[src/rtl/core/swdr_pkg.sv]
// Shared types and codes for the stack with duplicate removal.
// Used by stack_with_duplicate_removal; no dependencies.
package swdr_pkg;

  // Default stack depth in entries
  localparam int unsigned DepthDefault = 16;

  // Word width of one stack entry
  localparam int unsigned WordW = 32;

  // Request codes, carried on s_axis_tuser
  localparam logic [1:0] REQ_PUSH  = 2'd0;
  localparam logic [1:0] REQ_POP   = 2'd1;
  localparam logic [1:0] REQ_PEEK  = 2'd2;
  localparam logic [1:0] REQ_DEDUP = 2'd3;

  // Status codes returned with every result
  localparam logic [1:0] ST_OK       = 2'd0;
  localparam logic [1:0] ST_OVERFLOW = 2'd1;
  localparam logic [1:0] ST_EMPTY    = 2'd2;

  // One result transaction, read_value in the lowest bits
  typedef struct packed {
    logic [3:0]               removed_count;
    logic                     is_full;
    logic                     is_empty;
    logic [4:0]               entry_count;
    logic [1:0]               status;
    logic signed [WordW-1:0]  read_value;
  } result_t;

endpackage

[src/rtl/core/swdr_ram.sv]
// Generic simple dual-port RAM: one write port, one registered read port.
// No dependencies.
module swdr_ram #(
  parameter int unsigned Width = 32,
  parameter int unsigned Depth = 16
) (
  input  logic                     clk_i,
  input  logic                     we_i,
  input  logic [$clog2(Depth)-1:0] waddr_i,
  input  logic [Width-1:0]         wdata_i,
  input  logic [$clog2(Depth)-1:0] raddr_i,
  output logic [Width-1:0]         rdata_o
);

  logic [Width-1:0] mem_q [Depth];

  // Write on request, read every cycle into the output register
  always_ff @(posedge clk_i) begin
    if (we_i) begin
      mem_q[waddr_i] <= wdata_i;
    end
    rdata_o <= mem_q[raddr_i];
  end

endmodule

[src/rtl/core/stack_with_duplicate_removal.sv]
// Bounded LIFO stack of 32-bit words with duplicate removal; uses swdr_pkg, swdr_ram.
// Push and any refused request give their result in the cycle after acceptance;
// pop and peek first pass the registered read of the entry RAM and the S_RDOUT state.
// Duplicate removal walks the n held entries with one compare unit on one RAM read
// port; no new transaction is taken meanwhile. Throughput: push or refused request
// 1 per cycle unless the receiver stalls; pop or peek holds off requests until its read.
// Reset (rst_ni low, asynchronous) empties the stack; RAM contents are not cleared.
module stack_with_duplicate_removal #(
  parameter int unsigned DEPTH = swdr_pkg::DepthDefault
) (
  input  logic        clk_i,
  input  logic        rst_ni,
  // Request: tuser = req_type[1:0]; tdata = push_value[31:0]
  input  logic        s_axis_tvalid,
  output logic        s_axis_tready,
  input  logic [1:0]  s_axis_tuser,
  input  logic [31:0] s_axis_tdata,
  // Result: tdata = read_value[31:0], status[33:32], entry_count[38:34],
  //         is_empty[39], is_full[40], removed_count[44:41], zero[47:45]
  output logic        m_axis_tvalid,
  input  logic        m_axis_tready,
  output logic [47:0] m_axis_tdata
);

  localparam int unsigned AW = $clog2(DEPTH);
  localparam int unsigned CW = $clog2(DEPTH + 1);
  localparam int unsigned WW = swdr_pkg::WordW;

  // Sequencer states
  localparam logic [2:0] S_IDLE  = 3'd0;
  localparam logic [2:0] S_RDOUT = 3'd1;
  localparam logic [2:0] S_RDI   = 3'd2;
  localparam logic [2:0] S_LDI   = 3'd3;
  localparam logic [2:0] S_CMP   = 3'd4;
  localparam logic [2:0] S_WR    = 3'd5;

  logic [2:0]              state_q, state_d;
  logic [CW-1:0]           fill_q, fill_d;
  logic [AW-1:0]           i_q, i_d;
  logic [AW-1:0]           j_q, j_d;
  logic [CW-1:0]           kept_q, kept_d;
  logic signed [WW-1:0]    cand_q, cand_d;
  swdr_pkg::result_t       out_q, out_d;
  logic                    out_valid_q, out_valid_d;

  logic                    accept;
  logic                    ram_we;
  logic [AW-1:0]           ram_waddr;
  logic [WW-1:0]           ram_wdata;
  logic [AW-1:0]           ram_raddr;
  logic [WW-1:0]           ram_rdata;

  logic                    res_load;
  logic signed [WW-1:0]    res_value;
  logic [1:0]              res_status;
  logic [CW-1:0]           res_fill;
  logic [CW-1:0]           res_removed;
  logic [CW+4:0]           cnt_ext;
  logic [CW+3:0]           rm_ext;

  // Entry storage, entry 0 at the bottom
  swdr_ram #(
    .Width (WW),
    .Depth (DEPTH)
  ) u_ram (
    .clk_i   (clk_i),
    .we_i    (ram_we),
    .waddr_i (ram_waddr),
    .wdata_i (ram_wdata),
    .raddr_i (ram_raddr),
    .rdata_o (ram_rdata)
  );

  // Take a request only when idle and the output register is free or draining
  assign s_axis_tready = (state_q == S_IDLE) && (!out_valid_q || m_axis_tready);
  assign accept        = s_axis_tvalid && s_axis_tready;

  // Sequencer: stack access from idle, or the pairwise walk for duplicate removal
  always_comb begin
    state_d     = state_q;
    fill_d      = fill_q;
    i_d         = i_q;
    j_d         = j_q;
    kept_d      = kept_q;
    cand_d      = cand_q;
    out_valid_d = out_valid_q;
    ram_we      = 1'b0;
    ram_waddr   = fill_q[AW-1:0];
    ram_wdata   = cand_q;
    ram_raddr   = i_q;
    res_load    = 1'b0;
    res_value   = '0;
    res_status  = swdr_pkg::ST_OK;
    res_fill    = fill_q;
    res_removed = '0;

    if (m_axis_tvalid && m_axis_tready) begin
      out_valid_d = 1'b0;
    end

    unique case (state_q)
      S_IDLE: begin
        if (accept) begin
          unique case (s_axis_tuser)
            swdr_pkg::REQ_PUSH: begin
              res_load = 1'b1;
              if (fill_q == CW'(DEPTH)) begin
                res_status = swdr_pkg::ST_OVERFLOW;
              end else begin
                ram_we    = 1'b1;
                ram_waddr = fill_q[AW-1:0];
                ram_wdata = s_axis_tdata;
                fill_d    = fill_q + 1'b1;
                res_fill  = fill_q + 1'b1;
              end
            end
            swdr_pkg::REQ_POP: begin
              if (fill_q == '0) begin
                res_load   = 1'b1;
                res_status = swdr_pkg::ST_EMPTY;
              end else begin
                ram_raddr = AW'(fill_q - 1'b1);
                fill_d    = fill_q - 1'b1;
                state_d   = S_RDOUT;
              end
            end
            swdr_pkg::REQ_PEEK: begin
              if (fill_q == '0) begin
                res_load   = 1'b1;
                res_status = swdr_pkg::ST_EMPTY;
              end else begin
                ram_raddr = AW'(fill_q - 1'b1);
                state_d   = S_RDOUT;
              end
            end
            swdr_pkg::REQ_DEDUP: begin
              if (fill_q == '0) begin
                res_load   = 1'b1;
                res_status = swdr_pkg::ST_EMPTY;
              end else begin
                i_d     = '0;
                kept_d  = '0;
                state_d = S_RDI;
              end
            end
            default: begin
              state_d = S_IDLE;
            end
          endcase
        end
      end
      // Capture the popped or peeked word
      S_RDOUT: begin
        res_load  = 1'b1;
        res_value = ram_rdata;
        state_d   = S_IDLE;
      end
      // Fetch the candidate entry
      S_RDI: begin
        ram_raddr = i_q;
        state_d   = S_LDI;
      end
      // Hold the candidate and start scanning the entries above it
      S_LDI: begin
        cand_d = ram_rdata;
        if ((CW'(i_q) + 1'b1) < fill_q) begin
          ram_raddr = i_q + 1'b1;
          j_d       = i_q + 1'b1;
          state_d   = S_CMP;
        end else begin
          state_d = S_WR;
        end
      end
      // Compare one higher entry; a match drops the candidate
      S_CMP: begin
        if (ram_rdata == cand_q) begin
          i_d     = i_q + 1'b1;
          state_d = S_RDI;
        end else if ((CW'(j_q) + 1'b1) < fill_q) begin
          ram_raddr = j_q + 1'b1;
          j_d       = j_q + 1'b1;
        end else begin
          state_d = S_WR;
        end
      end
      // Compact the survivor down; the top entry always survives and ends the walk
      S_WR: begin
        ram_we    = 1'b1;
        ram_waddr = kept_q[AW-1:0];
        ram_wdata = cand_q;
        kept_d    = kept_q + 1'b1;
        if ((CW'(i_q) + 1'b1) < fill_q) begin
          i_d     = i_q + 1'b1;
          state_d = S_RDI;
        end else begin
          fill_d      = kept_q + 1'b1;
          res_load    = 1'b1;
          res_fill    = kept_q + 1'b1;
          res_removed = fill_q - (kept_q + 1'b1);
          state_d     = S_IDLE;
        end
      end
      default: begin
        state_d = S_IDLE;
      end
    endcase
  end

  // Mask counts to their field widths
  assign cnt_ext = {5'b0, res_fill};
  assign rm_ext  = {4'b0, res_removed};

  // Build the next result
  always_comb begin
    out_d = out_q;
    if (res_load) begin
      out_d.read_value    = res_value;
      out_d.status        = res_status;
      out_d.entry_count   = cnt_ext[4:0];
      out_d.is_empty      = (res_fill == '0);
      out_d.is_full       = (res_fill == CW'(DEPTH));
      out_d.removed_count = rm_ext[3:0];
    end
  end

  // Control registers
  always_ff @(posedge clk_i or negedge rst_ni) begin
    if (!rst_ni) begin
      state_q     <= S_IDLE;
      fill_q      <= '0;
      out_valid_q <= 1'b0;
    end else begin
      state_q     <= state_d;
      fill_q      <= fill_d;
      out_valid_q <= res_load ? 1'b1 : out_valid_d;
    end
  end

  // Datapath registers
  always_ff @(posedge clk_i) begin
    i_q    <= i_d;
    j_q    <= j_d;
    kept_q <= kept_d;
    cand_q <= cand_d;
    out_q  <= out_d;
  end

  assign m_axis_tvalid = out_valid_q;
  assign m_axis_tdata  = {3'b0, out_q};

  // Fill level never passes the depth
  a_fill_bound: assert property (@(posedge clk_i) disable iff (!rst_ni)
    fill_q <= CW'(DEPTH))
    else $error("fill level above depth");

  // Compaction never writes above the entry being examined
  a_kept_le_i: assert property (@(posedge clk_i) disable iff (!rst_ni)
    (state_q == S_WR) |-> (kept_q <= CW'(i_q)))
    else $error("compaction overtook the scan");

  // Scan entries lie above the candidate and inside the stack
  a_scan_range: assert property (@(posedge clk_i) disable iff (!rst_ni)
    (state_q == S_CMP) |-> ((j_q > i_q) && (CW'(j_q) < fill_q)))
    else $error("scan index out of range");

  // A result is never produced while the previous one is held and not being taken
  a_no_overwrite: assert property (@(posedge clk_i) disable iff (!rst_ni)
    (res_load && out_valid_q) |-> m_axis_tready)
    else $error("result register overwritten");

endmodule

[config.mk]
export PLATFORM = sky130hd
export DESIGN_NAME = stack_with_duplicate_removal
export DESIGN_NICKNAME = d
export VERILOG_FILES = /design/src/rtl/core/swdr_pkg.sv /design/src/rtl/core/swdr_ram.sv /design/src/rtl/core/stack_with_duplicate_removal.sv
export SDC_FILE = /design/constraint.sdc
export NUM_CORES = 1
export LEC_CHECK = 0
export ABC_AREA = 1
export BUFFER_PORTS_ARGS = -buffer_cell sky130_fd_sc_hd__clkbuf_2
export CAP_MARGIN = 20
export CORE_ASPECT_RATIO = 0.7
export CORE_MARGIN = 4
export CORE_UTILIZATION = 55
export DETAILED_ROUTE_END_ITERATION = 8
export PLACE_DENSITY = 0.68
export SLEW_MARGIN = 25
export SYNTH_ARGS = -nofsm -noshare
export SYNTH_HDL_FRONTEND = slang
export SYNTH_HIERARCHICAL = 1
export SYNTH_SLANG_ARGS = --single-unit
[constraint.sdc]
create_clock -name clk_i -period 7.65 [get_ports clk_i]
set_clock_uncertainty 0.2 [all_clocks]
set_input_delay 0 -clock clk_i [delete_from_list [all_inputs] [get_ports clk_i]]
set_output_delay 0 -clock clk_i [all_outputs]
set_load 0.03 [all_outputs]
==> key figures <==
Timing
  – Worst-Margin Slew: 1.130 ns
  – Worst Setup Slack, final: 2.207 ns
  – Fmax: 183.7 MHz
  – Slew headroom: 24.69%
  – Final period util: 71.15%
  – Fin. Hold Viols: 0
  – Final setup TNS: 0 ns
  – Max-slew violation count: 0
  – Endpoints failing setup: 0
  – Unrepaired setup endpoints after global routing: false
  – Final worst path period need: 5.443 ns

Place
  – Placed Area: 0.02979 sq mm
  – I/O Buffers: 84
  – GPL Wtd Cong: 0.8619
  – Pre-CTS setup slack: 2.324 ns
  – Hpwl dp: 40490 um

Power
  – Leakage: 13.86 nW
  – Flop pwr share: 31.1%
  – Internal: 0.008088 W
  – Clock network fraction of total power: 19.1%
  – Switching portion of total power: 46.13%
  – VDD IR-drop max: 0.6163 mV
  – PD cells: 467.9 mW/mm^2
  – P_sw: 0.006925 W
  – Combinational Power Share: 49.8%

Clock network
  – Level count of the clock H-tree: 2
  – Root buffer cell: clkbuf_16
  – TritonCTS clock tree: built
  – Clock Path Buffers: 3
  – Clk slew on worst S/H paths: 0.07 ns
  – Total CTS buffers: 59
  – Setup Buffers After CTS: 0
  – Clock Sinks: 643
  – Latest clock arrival within the worst-skew pair: 0.64 ns

Floorplan
  – DIE AREA: 0.05642 sq mm
  – Initial Util: 55.54%
  – I/O pin cnt: 88
  – Die height: 199.9 um
  – DIE WIDTH: 282.2 um
  – Std cell rows: 70
  – Core area: 0.05211 sq mm

Global routing
  – Most Used Layer, Global Route: met2
  – First-pass GRT wire length: 111800 um
  – M1 GR Usage: 38.75%
  – Initial antenna violation count: 2
  – Total grt overflow: 0
  – Met3 track demand over resource: 6.325%
  – Largest net degree at the start of global routing: 200
  – GRT met2 Usage: 39.18%
  – Tot GR Track Use: 26.38%
  – Vias in the first global route: 18773

Layout
  – Share of post-route cells with drive strength above 1: 9.055%
  – Syn-to-layout area delta: 10.85%
  – Nets: 3013
  – Antenna diodes: 0
  – FILL cells: 4127
  – Final Instance Area: 0.03209 sq mm

Synth
  – Post-Syn Area: 0.02894 sq mm
  – Post-synth cell types: 48
  – Post-synth top area share: 62.46%
  – Main synth FF type: edfxtp_1
  – Mapped Cells: 2862
  – Post-synthesis sequential area ratio: 65.45%
  – Area leader, netlist: edfxtp_1
  – Register bit count reported by yosys: 643
  – Mapped Avg Cell Area: 10.11 sq um
  – Yosys Warn Count: 6
  – Async S/R FF share, synth: 1.400%
  – Post-synth EDFFs: 602
  – Ranking of synthesized cells by area: edfxtp_1 (62%), nand2_1 (11%), nand3_1 (7.5%)

Worst setup path
  – Worst path slowest cell: buf_4
  – Worst EP required: 7.95 ns
  – Crit. End Element: flip-flop
  – Crit-path max FO: 111
  – Critical path cell sequence: ha_1 > xor2_1 > ha_1 > a21oi_1 > or2_2 > nand3_1 > inv_1 > nand2_1 > nand2_1 > nand2_1 > nand3_1 > nand3_4 > inv_8 > buf_4 > nand2_1 > nand3_1 > nand3_1 > nand3_1 > nand2_1
  – Max stage delay on crit path: 0.87 ns
  – Critical Path AT: 5.75 ns
  – Critical path launch point type: flip-flop
  – R2r setup slk: 2.21 ns
  – Setup CP Type: reg -> reg
  – Worst path bufs/invs: 3
  – Top delay family on crit path: buffers and inverters

Route
  – First DRT Iteration DRCs: 2290
  – Antenna Nets Post-Route: 0
  – TritonRoute pass-1 iters: 7
  – Total number of vias: 20014
  – Drt via density: 5.427
  – Average wire per standard cell: 20.20 um
  – DRC errors left: 0
  – Final wirelength: 74490 um

Flow run
  – Max-Cap Viols: 0

Status
  – Status: complete, no violations

Worst hold path
  – Hold WC Path Type: in -> reg
-- cells by family (layout without fill, tap and decap cells) --
| logic type | count (synthesis) | in the layout | share of synthesized area (%) |
|---|---|---|---|
| DFF | 643 | 643 | 65.45 |
| AOI/OAI and AO/OA | 76 | 76 | 1.582 |
| buffers and inverters | 629 | 769 | 9.493 |
| xor gates and xnor gates | 25 | 25 | 0.7565 |
| and+or+nand+nor | 1459 | 1459 | 21.36 |
| adders and majority gates | 21 | 21 | 0.9337 |
| other | 1 | 3 | 0.01296 |
| muxes | 8 | 8 | 0.4150 |
-- registers in the layout (all words and copies together) (netlist names) --
signal and cells:
state_q 3, m_axis_tdata 45, i_q 4, j_q 4
kept_q 5, u_ram/rdata_o 32, fill_q 5, cand_q 32
u_ram/mem_q 512, m_axis_tvalid 1
-- worst min-delay path: stages --
cell and delay [ns]:
clkbuf_2 0.08, nor2_1 0.38, a21oi_2 0.22
-- timing repair --
item | 4_1_cts | 5_1_grt
hold buffers | 42 | 0
hold endpoints to repair | 525 | 0
resized for setup | 0 | 0
-- layer usage --
metal	up-vias	share of wire, %
li1	9407	-
met1	9554	43
met2	901	43
met3	150	10
met4	2	3.1
met5	-	0.012
-- final timing paths --
path | end | depth (start not counted) | start
max reg2reg | u_ram/rdata_o[4] | 19 | j_q[0]
min | u_ram/mem_q[11][1] | 3 | s_axis_tdata[1]
min reg2reg | cand_q[3] | 0 | u_ram/rdata_o[3]
max | u_ram/rdata_o[4] | 19 | j_q[0]
max in group asynchronous | state_q[1] | 3 | rst_ni
min in group asynchronous | fill_q[1] | 3 | rst_ni
-- power by group through the flow --
stage	combinational (W)	sequential, W	clock [W]
after floorplan	0.00547	0.00490	0
after global placement	0.00718	0.00473	0
after detailed placement	0.00729	0.00475	0
after CTS	0.00737	0.00468	0.00291
after global routing	0.00823	0.00471	0.00306
final	0.00747	0.00468	0.00286
-- cell usage after synthesis, types with 2 or more instances --
cell type	n
buf_1	17
nand3_1	431
edfxtp_1	602
or2_0	3
xnor2_1	12
dfxtp_1	32
nand2_1	868
a21oi_2	16
o22ai_1	3
buf_2	48
a21oi_1	23
o21ai_0	26
nor3_1	2
mux2_4	8
nand3_2	3
and2_1	3
ha_1	20
nand4_1	9
buf_4	9
buf_6	35
xor2_1	13
a31oi_1	5
inv_1	500
dfrtp_1	9
or2_2	2
nor2_2	3
nand3b_1	2
nand2_4	2
nand2_2	3
clkbuf_1	16
nor2_1	120
-- through the flow --
step	hold WS [ns]	instances	total power, W	utilization, %
6_report	0.07775	3688	0.01501	61.57
5_1_grt	0.1161	3688	0.01601	61.57
4_1_cts	0.01235	3688	0.01495	61.51
3_5_place_dp	-0.3000	3535	0.01204	57.16
3_3_place_gp	-0.3045	3535	0.01191	57.15
2_1_floorplan	-0.4956	2864	0.01038	-
-- layout by cell type (no fill, tap or decap), types with 3 or more instances in the layout --
master	instances
clkbuf_1	20
and2_1	3
clkinv_2	13
bufinv_16	4
clkbuf_2	84
o22ai_1	3
nor2_2	3
a21oi_1	14
inv_1	496
dlygate4sd3_1	42
xnor2_1	12
dfrtp_1	9
mux2_4	8
conb_1	3
nand2_2	3
nand2_1	868
dfxtp_1	32
nand3_2	4
nand3_1	427
nor2_4	17
ha_1	20
inv_6	3
buf_4	29
inv_2	3
nand3_4	4
clkinv_1	10
clkbuf_16	59
edfxtp_1	602
a31oi_1	5
nor2_1	104
xor2_1	13
a21oi_2	25
nand4_1	9
o21ai_0	26
or2_0	3
-- layout make-up --
class                           instances  area [sq um]  share of cell area [%]
Timing Repair Buffer                  156          1079                   3.361
Sequential cell                       643         18940                   59.04
Tap cell                              684         855.8                   2.667
Inverter                              502          1897                   5.912
Multi-Input combinational cell       1592          7463                   23.26
Clock buffer                           80          1565                   4.878
Clock inverter                         31         282.8                  0.8813
No activity file was read; power rests on OpenSTA's default activity.
